File: config.mk
export PLATFORM = sky130hd
export DESIGN_NAME = modbus_ascii_request_framer
export DESIGN_NICKNAME = d
export VERILOG_FILES = /design/src/rtl/mbaf_pkg.sv /design/src/rtl/mbaf_front.sv /design/src/rtl/mbaf_queue.sv /design/src/rtl/mbaf_back.sv /design/src/rtl/modbus_ascii_request_framer.sv
export SDC_FILE = /design/constraint.sdc
export NUM_CORES = 1
export LEC_CHECK = 0
export ABC_AREA = 1
export BUFFER_PORTS_ARGS = -buffer_cell sky130_fd_sc_hd__buf_2
export CAP_MARGIN = 10
export CORE_ASPECT_RATIO = 0.75
export CORE_MARGIN = 8
export CORE_UTILIZATION = 35
export CTS_BUF_LIST = sky130_fd_sc_hd__clkbuf_4
export DETAILED_ROUTE_END_ITERATION = 10
export SLEW_MARGIN = 30
export SYNTH_ARGS = -nofsm -noshare
export SYNTH_HDL_FRONTEND = slang
export SYNTH_HIERARCHICAL = 1
export SYNTH_SLANG_ARGS = --single-unit
File: constraint.sdc
create_clock -name clk -period 8.9 [get_ports clk]
set_input_delay 1.78 -clock clk [delete_from_list [all_inputs] [get_ports clk]]
set_output_delay 1.78 -clock clk [all_outputs]
set_load 0.005 [all_outputs]
File: src/rtl/mbaf_pkg.sv
// ----------------------------------------------------------------------------
// mbaf_pkg: shared types and constants for the Modbus ASCII request framer
// Holds the command format between the front and back ends, status codes,
// frame characters and the nibble-to-hex conversion.
// ----------------------------------------------------------------------------
package mbaf_pkg;

  // Status codes carried with every result.
  typedef enum logic [1:0] {
    ST_OK        = 2'd0,
    ST_BAD_SLAVE = 2'd1,
    ST_BAD_COUNT = 2'd2,
    ST_BAD_CODE  = 2'd3
  } status_t;

  // Function codes the framer knows.
  localparam logic [7:0] FC_READ_HOLDING = 8'd3;
  localparam logic [7:0] FC_WRITE_COIL   = 8'd5;
  localparam logic [7:0] FC_WRITE_REG    = 8'd6;
  localparam logic [7:0] FC_WRITE_MULTI  = 8'd16;

  // Highest slave id a request may address.
  localparam logic [7:0] MAX_SLAVE = 8'd247;

  // Frame characters.
  localparam logic [7:0] CHAR_COLON = 8'h3A;
  localparam logic [7:0] CHAR_CR    = 8'h0D;
  localparam logic [7:0] CHAR_LF    = 8'h0A;
  localparam logic [7:0] CHAR_NONE  = 8'h00;

  // Largest number of bytes one command carries (write multiple header).
  localparam int CMD_BYTES = 9;
  localparam int NBYTES_W  = $clog2(CMD_BYTES + 1);
  localparam int BIDX_W    = $clog2(CMD_BYTES);

  // Command queue depth between the front and back ends.
  localparam int QUEUE_DEPTH = 2;
  localparam int QPTR_W      = $clog2(QUEUE_DEPTH);
  localparam int QCNT_W      = $clog2(QUEUE_DEPTH + 1);

  // One classified request as the back end sees it.
  typedef struct packed {
    logic                             err;        // emit a single error result
    status_t                          status;     // error kind when err is set
    logic                             colon;      // open a new frame with ':'
    logic                             frame_end;  // close with LRC, CR, LF
    logic [NBYTES_W-1:0]              nbytes;     // bytes to send as hex pairs
    logic [CMD_BYTES-1:0][7:0]        bytes;      // byte 0 goes out first
  } cmd_t;

  // Uppercase hex digit for one nibble.
  function automatic logic [7:0] hex_digit(input logic [3:0] nib);
    logic [7:0] ch;
    if (nib < 4'd10) begin
      ch = 8'h30 + {4'd0, nib};
    end else begin
      ch = 8'h41 + {4'd0, nib - 4'd10};
    end
    return ch;
  endfunction

endpackage

File: src/rtl/mbaf_front.sv
// ----------------------------------------------------------------------------
// mbaf_front: request classifier
// Decides whether a request opens a frame, continues a write multiple or is
// rejected, and turns it into a command of bytes for the back end.
// ----------------------------------------------------------------------------
module mbaf_front #(
  parameter int MAX_WRITE_REGS = 123
) (
  input  logic             clk,
  input  logic             rst,
  input  logic             accept,
  input  logic [7:0]       slave_addr,
  input  logic [7:0]       function_code,
  input  logic [15:0]      start_address,
  input  logic [7:0]       item_count,
  input  logic [15:0]      data_word,
  output mbaf_pkg::cmd_t   cmd
);
  import mbaf_pkg::*;

  logic [6:0] words_remaining;
  logic [6:0] words_remaining_next;
  logic       count_bad;

  assign count_bad = (item_count == 8'd0) || (item_count > 8'(MAX_WRITE_REGS));

  // Classify the request and lay out its bytes in send order.
  always_comb begin
    cmd                  = '0;
    cmd.status           = ST_OK;
    words_remaining_next = words_remaining;
    if (words_remaining != 7'd0) begin
      // Continuation: one data word of a pending write multiple.
      cmd.nbytes           = NBYTES_W'(2);
      cmd.bytes[0]         = data_word[15:8];
      cmd.bytes[1]         = data_word[7:0];
      cmd.frame_end        = (words_remaining == 7'd1);
      words_remaining_next = words_remaining - 7'd1;
    end else if (slave_addr > MAX_SLAVE) begin
      cmd.err    = 1'b1;
      cmd.status = ST_BAD_SLAVE;
    end else begin
      cmd.bytes[0] = slave_addr;
      cmd.bytes[1] = function_code;
      cmd.bytes[2] = start_address[15:8];
      cmd.bytes[3] = start_address[7:0];
      case (function_code)
        FC_READ_HOLDING: begin
          cmd.colon     = 1'b1;
          cmd.frame_end = 1'b1;
          cmd.nbytes    = NBYTES_W'(6);
          cmd.bytes[4]  = 8'd0;
          cmd.bytes[5]  = item_count;
        end
        FC_WRITE_COIL, FC_WRITE_REG: begin
          cmd.colon     = 1'b1;
          cmd.frame_end = 1'b1;
          cmd.nbytes    = NBYTES_W'(6);
          cmd.bytes[4]  = data_word[15:8];
          cmd.bytes[5]  = data_word[7:0];
        end
        FC_WRITE_MULTI: begin
          if (count_bad) begin
            cmd.err    = 1'b1;
            cmd.status = ST_BAD_COUNT;
          end else begin
            cmd.colon            = 1'b1;
            cmd.frame_end        = (item_count == 8'd1);
            cmd.nbytes           = NBYTES_W'(9);
            cmd.bytes[4]         = 8'd0;
            cmd.bytes[5]         = item_count;
            cmd.bytes[6]         = {item_count[6:0], 1'b0};
            cmd.bytes[7]         = data_word[15:8];
            cmd.bytes[8]         = data_word[7:0];
            words_remaining_next = item_count[6:0] - 7'd1;
          end
        end
        default: begin
          cmd.err    = 1'b1;
          cmd.status = ST_BAD_CODE;
        end
      endcase
    end
  end

  // Data words still owed to an open write multiple.
  always_ff @(posedge clk) begin
    if (rst) begin
      words_remaining <= 7'd0;
    end else if (accept) begin
      words_remaining <= words_remaining_next;
    end
  end

  // A valid write multiple header leaves exactly count - 1 words pending.
  a_words_loaded: assert property (@(posedge clk) disable iff (rst)
    accept && words_remaining == 7'd0 && cmd.colon && function_code == FC_WRITE_MULTI
    |=> words_remaining == 7'($past(item_count) - 8'd1))
    else $error("words_remaining not loaded from item_count");

  // A continuation never opens a frame or reports an error.
  a_cont_plain: assert property (@(posedge clk) disable iff (rst)
    words_remaining != 7'd0 |-> !cmd.colon && !cmd.err)
    else $error("continuation classified as header");

  // The frame closes together with the last pending word.
  a_close_last: assert property (@(posedge clk) disable iff (rst)
    accept && words_remaining == 7'd1 |=> words_remaining == 7'd0)
    else $error("write multiple did not return to header state");

endmodule

File: src/rtl/mbaf_queue.sv
// ----------------------------------------------------------------------------
// mbaf_queue: command queue
// A short first-in first-out queue of commands that lets the classifier and
// the character serializer stall independently.
// ----------------------------------------------------------------------------
module mbaf_queue (
  input  logic           clk,
  input  logic           rst,
  input  logic           push,
  input  mbaf_pkg::cmd_t push_cmd,
  output logic           full,
  input  logic           pop,
  output logic           head_valid,
  output mbaf_pkg::cmd_t head_cmd
);
  import mbaf_pkg::*;

  cmd_t              mem [QUEUE_DEPTH];
  logic [QPTR_W-1:0] wr_ptr;
  logic [QPTR_W-1:0] rd_ptr;
  logic [QCNT_W-1:0] count;

  assign full       = (count == QCNT_W'(QUEUE_DEPTH));
  assign head_valid = (count != '0);
  assign head_cmd   = mem[rd_ptr];

  // Entry storage.
  always_ff @(posedge clk) begin
    if (push) begin
      mem[wr_ptr] <= push_cmd;
    end
  end

  // Pointers and fill count.
  always_ff @(posedge clk) begin
    if (rst) begin
      wr_ptr <= '0;
      rd_ptr <= '0;
      count  <= '0;
    end else begin
      if (push) begin
        wr_ptr <= (wr_ptr == QPTR_W'(QUEUE_DEPTH - 1)) ? '0 : wr_ptr + 1'b1;
      end
      if (pop) begin
        rd_ptr <= (rd_ptr == QPTR_W'(QUEUE_DEPTH - 1)) ? '0 : rd_ptr + 1'b1;
      end
      if (push && !pop) begin
        count <= count + 1'b1;
      end else if (pop && !push) begin
        count <= count - 1'b1;
      end
    end
  end

  a_no_overflow: assert property (@(posedge clk) disable iff (rst)
    !(push && full))
    else $error("push into full command queue");

  a_no_underflow: assert property (@(posedge clk) disable iff (rst)
    !(pop && !head_valid))
    else $error("pop from empty command queue");

  a_count_range: assert property (@(posedge clk) disable iff (rst)
    count <= QCNT_W'(QUEUE_DEPTH))
    else $error("command queue count out of range");

endmodule

File: src/rtl/mbaf_back.sv
// ----------------------------------------------------------------------------
// mbaf_back: character serializer
// Takes queued commands and sends one character per cycle unless m_tready
// stalls: the colon, each byte as two hex digits, the LRC, CR and LF, or a
// single error result. Keeps the running LRC sum and the output register.
// ----------------------------------------------------------------------------
module mbaf_back (
  input  logic           clk,
  input  logic           rst,
  input  logic           q_valid,
  input  mbaf_pkg::cmd_t q_head,
  output logic           q_pop,
  output logic           m_tvalid,
  input  logic           m_tready,
  output logic [7:0]     m_tdata,
  output logic [1:0]     m_tuser,
  output logic           m_tlast
);
  import mbaf_pkg::*;

  typedef enum logic [7:0] {
    S_IDLE   = 8'b0000_0001,
    S_ERR    = 8'b0000_0010,
    S_COLON  = 8'b0000_0100,
    S_DATA   = 8'b0000_1000,
    S_LRC_HI = 8'b0001_0000,
    S_LRC_LO = 8'b0010_0000,
    S_CR     = 8'b0100_0000,
    S_LF     = 8'b1000_0000
  } state_t;

  state_t            state, state_next;
  cmd_t              cur, cur_next;
  logic [BIDX_W-1:0] idx, idx_next;
  logic              nib, nib_next;
  logic [7:0]        sum, sum_next;
  logic              advance;
  logic              emit;
  logic              finish;
  logic [7:0]        ch;
  status_t           st;
  logic              last;
  logic [7:0]        cur_byte;
  logic [7:0]        lrc;

  assign advance  = !m_tvalid || m_tready;
  assign cur_byte = cur.bytes[idx];
  assign lrc      = ~sum + 8'd1;

  // Pick the character for this step and where to go next.
  always_comb begin
    state_next = state;
    cur_next   = cur;
    idx_next   = idx;
    nib_next   = nib;
    sum_next   = sum;
    emit       = 1'b0;
    finish     = 1'b0;
    ch         = CHAR_NONE;
    st         = ST_OK;
    last       = 1'b0;
    q_pop      = 1'b0;
    if (advance) begin
      case (state)
        S_IDLE: begin
        end
        S_ERR: begin
          emit   = 1'b1;
          st     = cur.status;
          last   = 1'b1;
          finish = 1'b1;
        end
        S_COLON: begin
          emit       = 1'b1;
          ch         = CHAR_COLON;
          sum_next   = 8'd0;
          state_next = S_DATA;
        end
        S_DATA: begin
          emit     = 1'b1;
          ch       = hex_digit(nib ? cur_byte[3:0] : cur_byte[7:4]);
          nib_next = ~nib;
          if (nib) begin
            sum_next = sum + cur_byte;
            if (NBYTES_W'(idx) == cur.nbytes - NBYTES_W'(1)) begin
              if (cur.frame_end) begin
                state_next = S_LRC_HI;
              end else begin
                finish = 1'b1;
              end
            end else begin
              idx_next = idx + 1'b1;
            end
          end
        end
        S_LRC_HI: begin
          emit       = 1'b1;
          ch         = hex_digit(lrc[7:4]);
          state_next = S_LRC_LO;
        end
        S_LRC_LO: begin
          emit       = 1'b1;
          ch         = hex_digit(lrc[3:0]);
          state_next = S_CR;
        end
        S_CR: begin
          emit       = 1'b1;
          ch         = CHAR_CR;
          state_next = S_LF;
        end
        S_LF: begin
          emit     = 1'b1;
          ch       = CHAR_LF;
          last     = 1'b1;
          sum_next = 8'd0;
          finish   = 1'b1;
        end
        default: begin
          state_next = S_IDLE;
        end
      endcase
    end
    // Load the next command when idle or right after the current one ends.
    if ((state == S_IDLE || finish) && q_valid) begin
      q_pop    = 1'b1;
      cur_next = q_head;
      idx_next = '0;
      nib_next = 1'b0;
      if (q_head.err) begin
        state_next = S_ERR;
      end else if (q_head.colon) begin
        state_next = S_COLON;
      end else begin
        state_next = S_DATA;
      end
    end else if (finish) begin
      state_next = S_IDLE;
    end
  end

  // Sequencer state and running LRC.
  always_ff @(posedge clk) begin
    if (rst) begin
      state <= S_IDLE;
      sum   <= 8'd0;
      idx   <= '0;
      nib   <= 1'b0;
    end else begin
      state <= state_next;
      sum   <= sum_next;
      idx   <= idx_next;
      nib   <= nib_next;
    end
  end

  // Current command payload.
  always_ff @(posedge clk) begin
    cur <= cur_next;
  end

  // Output register.
  always_ff @(posedge clk) begin
    if (rst) begin
      m_tvalid <= 1'b0;
    end else if (advance) begin
      m_tvalid <= emit;
    end
  end

  always_ff @(posedge clk) begin
    if (advance && emit) begin
      m_tdata <= ch;
      m_tuser <= st;
      m_tlast <= last;
    end
  end

  a_last_kind: assert property (@(posedge clk) disable iff (rst)
    m_tvalid && m_tlast |-> m_tdata == CHAR_LF || m_tuser != ST_OK)
    else $error("tlast on a character other than LF");

  a_err_shape: assert property (@(posedge clk) disable iff (rst)
    m_tvalid && m_tuser != ST_OK |-> m_tlast && m_tdata == CHAR_NONE)
    else $error("malformed error result");

  a_idx_range: assert property (@(posedge clk) disable iff (rst)
    state == S_DATA |-> NBYTES_W'(idx) < cur.nbytes)
    else $error("byte index beyond command length");

  // An idle sequencer may still load the next command during a stall.
  a_stall_hold: assert property (@(posedge clk) disable iff (rst)
    m_tvalid && !m_tready && state != S_IDLE |=> $stable(state) && $stable(sum))
    else $error("serializer moved while output stalled");

endmodule

File: src/rtl/modbus_ascii_request_framer.sv
// ----------------------------------------------------------------------------
// modbus_ascii_request_framer: Modbus ASCII master request framer
// Turns header and data-word requests into ':'-framed uppercase hex
// characters closed by the LRC, CR and LF, or into one error result.
//
//   Channel  Dir  Handshake                Payload
//   s_*      in   s_tvalid / s_tready      s_tdata: request fields
//   m_*      out  m_tvalid / m_tready      m_tdata: char, m_tuser: status,
//                                          m_tlast: end of frame or error
//
// A request is taken whenever the two-entry command queue has room, so
// requests flow back to back while earlier frames are still being sent.
// The serializer sends one character per cycle unless m_tready stalls it.
// A read or single write makes 17 characters, a write multiple header 19
// or 23, a data word 4 or 8 and an error 1.
// Reset (rst, synchronous) clears the queue, the sequencer and the pending
// word count. A stall on m_tready holds the output register and, once the
// queue fills, drops s_tready.
// ----------------------------------------------------------------------------
module modbus_ascii_request_framer #(
  parameter int MAX_WRITE_REGS = 123
) (
  input  logic        clk,
  input  logic        rst,
  input  logic        s_tvalid,
  output logic        s_tready,
  input  logic [55:0] s_tdata,   // slave_addr, function_code, start_address,
                                 // item_count, data_word
  output logic        m_tvalid,
  input  logic        m_tready,
  output logic [7:0]  m_tdata,   // ascii_char
  output logic [1:0]  m_tuser,   // status
  output logic        m_tlast    // last_char
);
  import mbaf_pkg::*;

  logic accept;
  logic q_full;
  logic q_valid;
  logic q_pop;
  cmd_t front_cmd;
  cmd_t q_head;

  assign s_tready = !q_full;
  assign accept   = s_tvalid && s_tready;

  mbaf_front #(
    .MAX_WRITE_REGS (MAX_WRITE_REGS)
  ) u_front (
    .clk           (clk),
    .rst           (rst),
    .accept        (accept),
    .slave_addr    (s_tdata[7:0]),
    .function_code (s_tdata[15:8]),
    .start_address (s_tdata[31:16]),
    .item_count    (s_tdata[39:32]),
    .data_word     (s_tdata[55:40]),
    .cmd           (front_cmd)
  );

  mbaf_queue u_queue (
    .clk        (clk),
    .rst        (rst),
    .push       (accept),
    .push_cmd   (front_cmd),
    .full       (q_full),
    .pop        (q_pop),
    .head_valid (q_valid),
    .head_cmd   (q_head)
  );

  mbaf_back u_back (
    .clk      (clk),
    .rst      (rst),
    .q_valid  (q_valid),
    .q_head   (q_head),
    .q_pop    (q_pop),
    .m_tvalid (m_tvalid),
    .m_tready (m_tready),
    .m_tdata  (m_tdata),
    .m_tuser  (m_tuser),
    .m_tlast  (m_tlast)
  );

endmodule

# == Word level (Yosys, flattened, before mapping) ==
# Memory sizes are Yosys's and may differ from the RTL's. A register that Yosys moved wholly into a read port is not among the register bits.
# Index checks and enable logic that the tools add are counted.
# totals
memories,1
wordCells,159
in_bits,60
mem_bits_rw,162
regBits,123
out_inout_bits,13
# mem_list
name,words,width,rd,rd_ports_with_merged_regs,wr,line,text
u_queue.mem,2,81,1,1,1,mbaf_queue.sv:18,cmd_t mem [QUEUE_DEPTH];
# classes
addsub,19
mux,51
n_reduce_logical,32
n_lt_le_gt_ge,6
n_bitwise,3
eq_ne,23
# op_table
cell,count
$mux 8,12
$pmux 8 s6,2
$mux 78,1
$mux 56,1
$pmux 16 s3,1
$mux 46,1
$bmux 8 s4,1
$mux 7,4
$add 7x4->8 const A,3
$eq 8x3->1 const B,3
$mux 24,1
$add 6x4->7 const A,3
$eq 8x1->1 const B,2
$eq 8x2->1 const B,2
$eq 8x5->1 const B,2
$mux 16,1
$pmux 8 s2,1
$mux 1,14
$sub 7x1->7 const B,2
$lt 4x4->1 const B,3
$mux 4,3
$ne 4x1->1 const B,3
$pmux 6 s2,1
$sub 4x4->4 const B,3
41 further kinds,64

# == Logic depth before layout (Yosys ltp) ==
# depth
depth_word,12
depth_mapped,20
mapped_depth_nobuf,20

# == Modules after synthesis ==
# Netlist, hierarchy kept.
# by_module_without_submodules
mod,seq_area_each_um2,n_inst,area_each_um2,cells_per_inst
mbaf_queue,4964.8,1,6475.0,285
mbaf_back,3113.0,1,5933.2,669
mbaf_front,140.1,1,1769.2,328
modbus_ascii_request_framer,0.0,1,13.8,3

# == Worst setup path before layout ==
# No wires, ideal clock.
# synth_timing
path_kind,input to register
startpoint,input port s_tvalid
endpoint,memory u_queue/mem[0][0] (netlist name) (enable)
path_slack_ps,2931
setup_ps,521
n_path_buf,0
cell_stages,4
arrival_ps,5448
required_ps,8379
cell_sequence,inv_1 -> nor2_2 -> inv_1 -> nor2_1
# synth_via
elab_chain_cells,3
# synth_lines
element,line,text
start: declaration,modbus_ascii_request_framer.sv:25,"input logic s_tvalid,"
$logic_and 1x1->1,modbus_ascii_request_framer.sv:45,assign accept = s_tvalid && s_tready;
named net accept,modbus_ascii_request_framer.sv:37,logic accept;
$mux 1,mbaf_queue.sv:29,if (push) begin
$mux 1 (not written as such),mbaf_queue.sv:30,mem[wr_ptr] <= push_cmd;
end: declaration,mbaf_queue.sv:18,
# The timed path passes the listed nets, and every way through them passes these cells.

# == Worst setup path in the final report ==
# layout_timing
startpoint,input port m_tready
endpoint,register u_back/cur[35] (netlist name) (enable)
# layout_via
elab_chain_cells,4
# layout_lines
element,line,text
start: declaration,modbus_ascii_request_framer.sv:30,"input logic m_tready,"
$logic_or 1x1->1,mbaf_back.sv:46,assign advance = !m_tvalid || m_tready;
$mux 1,mbaf_back.sv:63,if (advance) begin
$logic_or 1x1->1,mbaf_back.sv:124,if ((state == S_IDLE || finish) && q_valid) begin
$logic_and 1x1->1,mbaf_back.sv:124,
end signal: assignment,mbaf_back.sv:158,cur <= cur_next;
end: declaration,mbaf_back.sv:33,"cmd_t cur, cur_next;"
# No other way between the ends.
# A chain may end at the register's enable or synchronous reset.

==> summary by stage <==
Run status
The flow ran to the end, and the final reports show no timing, DRC or antenna violations.

Power
IR analysis of the VDD net gives a maximum drop of 0.1419 mV. The switching power is 1587 µW. The design draws 4650 µW. The internal power is 3063 µW. The clock network burns 23.7% of the power. The static power due to leakage is 0.006668 µW.

The fraction of power consumed by sequential logic is 45.6%. The areal power density over the cells is 293.8 mW/mm². Combinational logic burns 30.7% of the power. Net switching is 34.13% of the power.

Global routing
The via count of the first global-routing pass is 9487. The largest net degree at the start of global routing is 82. The first global-routing pass estimated 51.16 mm of wire. The number of antenna violations at the first check in global routing is 1. Global routing consumed, over all layers together, 13.61% of the routing resources.

The global route total overflow is 0.

STA
The count of final max-slew check failures is 0. Setup violations remaining at the end of the flow were counted as 0. The worst path in the final design needs a cycle of 3.692 ns, including I/O delays and setup. At the pin with the least slew margin, the transition time is 0.8855 ns. The highest clock rate is 270.9 MHz.

The clock skew is 0.04787 ns. The final clock period utilization by the worst path is 41.48%. The worst pin sits at a relative slew slack of 40.97%. The final total negative setup slack is 0 ns. The total count of hold-check failures in the final report was 0.

Setup repair after global routing left no endpoint under its margin.

Clock tree
TritonCTS built the clock tree. Clock latency on the worst-skew pair, taken at its later pin, is 0.72 ns. The number of setup buffers added after CTS is 0. Hold repair after CTS inserted 0 buffers. The clock slew seen by the registers of the worst setup and hold paths is 0.06 ns.

No sink is reached through more buffers than the 3 on the longest clock path. The clock net sink count is 285. The tree is rooted in a sky130_fd_sc_hd__clkbuf_4.

Post-CTS repair changed the size of 0 cells. The H-tree depth reported by CTS is 3. Buffers inserted during clock tree synthesis total 73.

Route
In the routed design, unresolved DRC markers number 0. The wire length on met2 is 13.89 mm. The routed design uses 2.602 mm of met3 wire. The detail route stage leaves a number of antenna-violating nets equal to 0. The pre-antenna-repair detailed-routing pass consisted of 7 iterations. After the first detailed-routing iteration, the DRC count stood at 766. In the final routed layout, each cell accounts on average for 16.62 µm.

For this block, the via count after detailed routing is 9391. The wire length on met1 is 15.81 mm. The routed via count divided by cell count is 4.753. The uppermost signal routing layer after detailed routing is met4.

The wire length reported by the detailed router is 32.84 mm.

Worst setup path
The first element of the critical path is m_tready. The slowest stage of the critical path belongs to the cell sky130_fd_sc_hd__buf_4. In this design, the stage delay of the slowest critical-path cell is 0.54 ns. The endpoint of the worst register-to-register path is u_back/cur[35]. For the worst setup path, the data required time is 9.26 ns. The cell depth of the worst setup path is 8. STA classifies the critical path startpoint as an input pin.

The startpoint of the lowest-slack register-to-register path is u_back/idx[0]. The most critical setup path has its endpoint at u_back/cur[35]. The top fanout value on the critical path is 50. Measured in cells, the most critical reg-to-reg path has a length of 12. The buffer and inverter count on the worst path is 4. The worst setup path is of the input pin to register kind. The family with the most delay on the worst path is buffers and inverters. The setup slack of the worst register-to-register path is 5.26 ns. The arrival time of the worst setup path is 4.05 ns. The kind of end point of the critical path is a register. Traced cell by cell, the critical path runs through buf_2 > nor2_2 > inv_1 > nand2_1 > nand3_2 > nand2_4 > clkinv_2 > buf_4.

Layout
The final net count is 1483. The final core utilization is 39.22%. The leading cell type in the layout, fill and taps excluded is sky130_fd_sc_hd__nand2_1. Fill cells in the final layout number 4017. Excluding fillers, the count of instances in the completed layout stands at 1976. The area overhead of the layout relative to synthesis is 11.55%. Cells with a size suffix above 1 make up 24.40% of the layout. In the layout the commonest cells are 261 x sky130_fd_sc_hd__nand2_1, 251 x sky130_fd_sc_hd__edfxtp_1, 164 x sky130_fd_sc_hd__inv_1.

Logic synthesis
Synthesis produced 1285 cells. The main combinational cell family by area after synthesis is simple AND/OR/NAND/NOR gates. After synthesis, the mean cell area works out to 11.04 µm². The post-synthesis adder-cell area fraction is 2.169%. The leading register cell type out of synthesis is sky130_fd_sc_hd__edfxtp_1. The number of enable-type register cells in the synthesized netlist is 251. The count of yosys warnings during synthesis is 6.

The post-synthesis async set-or-reset flop share is 0%. The synthesized netlist devotes 3.289% of its cell area to compound gates. The number of nets in the synthesized netlist is 1369.

The share of cell area taken by muxes after synthesis is 8.543%. The share of the Yosys chip area taken by registers is 57.91%. The number of distinct library cells after synthesis is 52. After Yosys synthesis, XOR and XNOR cells account for 1.234% of the synthesized area. The post-synthesis cell area is 0.01419 mm². The simple-gate share of the synthesized area is 19.50%.

Synthesis inferred 285 register bits.

Floorplanning
The die covers 0.04731 mm². Row generation in the floorplan step produced 64 rows. The die height is 190.4 µm.

Pin placement for this block handled 73 I/O pins. The region available for standard cell placement spans 0.04036 mm². The starting utilization of the core area is 35.16%. In this run the horizontal extent of the chip is 248.5 µm.

Placement
Counting tap cells, the placed design contains a total of 1852 instances. During placement, the flow inserted port buffers numbering 71. At the end of routability-driven placement, the weighted congestion stood at 0.8505.

Detailed placement finished with a half-perimeter wire length of 22.79 mm.

Hold path
The class of the most critical hold timing path is register to register.

Run
Across the run, the number of max-cap violations was 0.
cells in the mapped netlist, types with 11 or more instances:
master,count,share of area [%]
sky130_fd_sc_hd__nand3_1,118,4.2
sky130_fd_sc_hd__nand2_1,261,6.9
sky130_fd_sc_hd__nor2_4,17,1.3
sky130_fd_sc_hd__ha_1,23,2.0
sky130_fd_sc_hd__xor2_1,13,0.80
sky130_fd_sc_hd__buf_2,14,0.49
sky130_fd_sc_hd__dfxtp_1,34,4.8
sky130_fd_sc_hd__nor3_1,21,0.74
sky130_fd_sc_hd__nand4_1,16,0.71
sky130_fd_sc_hd__a21oi_1,41,1.4
sky130_fd_sc_hd__o21ai_0,22,0.78
sky130_fd_sc_hd__edfxtp_1,251,53
sky130_fd_sc_hd__mux2_4,80,8.5
sky130_fd_sc_hd__inv_2,11,0.29
sky130_fd_sc_hd__inv_1,165,4.4
sky130_fd_sc_hd__nor2_1,85,2.2
cell families (layout without fill, tap and decap cells):
family,after synthesis,in the layout
flip-flops,285,285
AND/OR/NAND/NOR,570,570
AO/OA/AOI/OAI,85,85
adder cells (fa/ha/maj),24,24
buffers and inverters,218,380
XOR/XNOR,20,20
other,2,3
multiplexers,81,81
per-layer routing:
layer,vias to the layer above,global-route usage (%)
met3,47,4.276
li1,4615,-
met2,301,19.84
met1,4428,19.07
met4,0,4.364
met5,-,0
per-stage QoR:
| stage | area, µm² | setup slack (ns) | hold slack [ns] |
|---|---|---|---|
| 2_1_floorplan | 14190 | 2.931 | 0.4561 |
| 3_3_place_gp | 14910 | 4.557 | 0.4829 |
| 3_5_place_dp | 14920 | 4.469 | 0.4878 |
| 4_1_cts | 15830 | 5.206 | 0.4970 |
| 5_1_grt | 15830 | 4.905 | 0.5190 |
| 6_report | 15830 | 5.208 | 0.4996 |
tightest hold or removal path, cell delays in order, from the launching register on:
cell	delay, ns
sky130_fd_sc_hd__dfxtp_1	0.31
sky130_fd_sc_hd__nand3_1	0.08
sky130_fd_sc_hd__a21oi_1	0.06
how the worst min path moves through the flow:
stage                    startpoint  cells past startpoint         endpoint
floorplan           u_back/state[6]                      2  u_back/state[6]
global placement    u_back/state[6]                      2  u_back/state[6]
detailed placement  u_back/state[6]                      2  u_back/state[6]
CTS                 u_back/state[6]                      2  u_back/state[6]
global route        u_back/state[6]                      2  u_back/state[6]
finish              u_back/state[6]                      2  u_back/state[6]
registers in the layout, indices dropped and copies added (netlist names), named ones only:
signal,flops
u_queue/count,2
u_back/idx,4
u_back/m_tuser,2
u_back/m_tdata,7
u_back/nib,1
u_back/cur,79
u_back/m_tvalid,1
u_back/sum,8
u_front/words_remaining,7
u_back/m_tlast,1
u_queue/wr_ptr,1
u_back/state,8
u_queue/mem,162
u_queue/rd_ptr,1
area by class of cell:
type	count	area (µm²)	share of cell area, %
antenna	1	2.502	0.01581
clock buffer	109	818.3	5.169
clock inverter	14	88.84	0.5612
inverter	180	686.9	4.339
multi-input combinational	782	4947	31.25
sequential	285	8222	51.94
tap	528	660.6	4.173
timing repair buffer	77	404.1	2.553
power by group through the flow:
stage | logic (µW) | registers, µW | clock network (µW)
final | 1430 | 2120 | 1100
after global routing | 1580 | 2160 | 1210
after CTS | 1440 | 2130 | 1150
after detailed placement | 1430 | 2150 | 0
after global placement | 1420 | 2140 | 0
after floorplan | 1140 | 2090 | 0
Power figures use the tool's default switching activity.
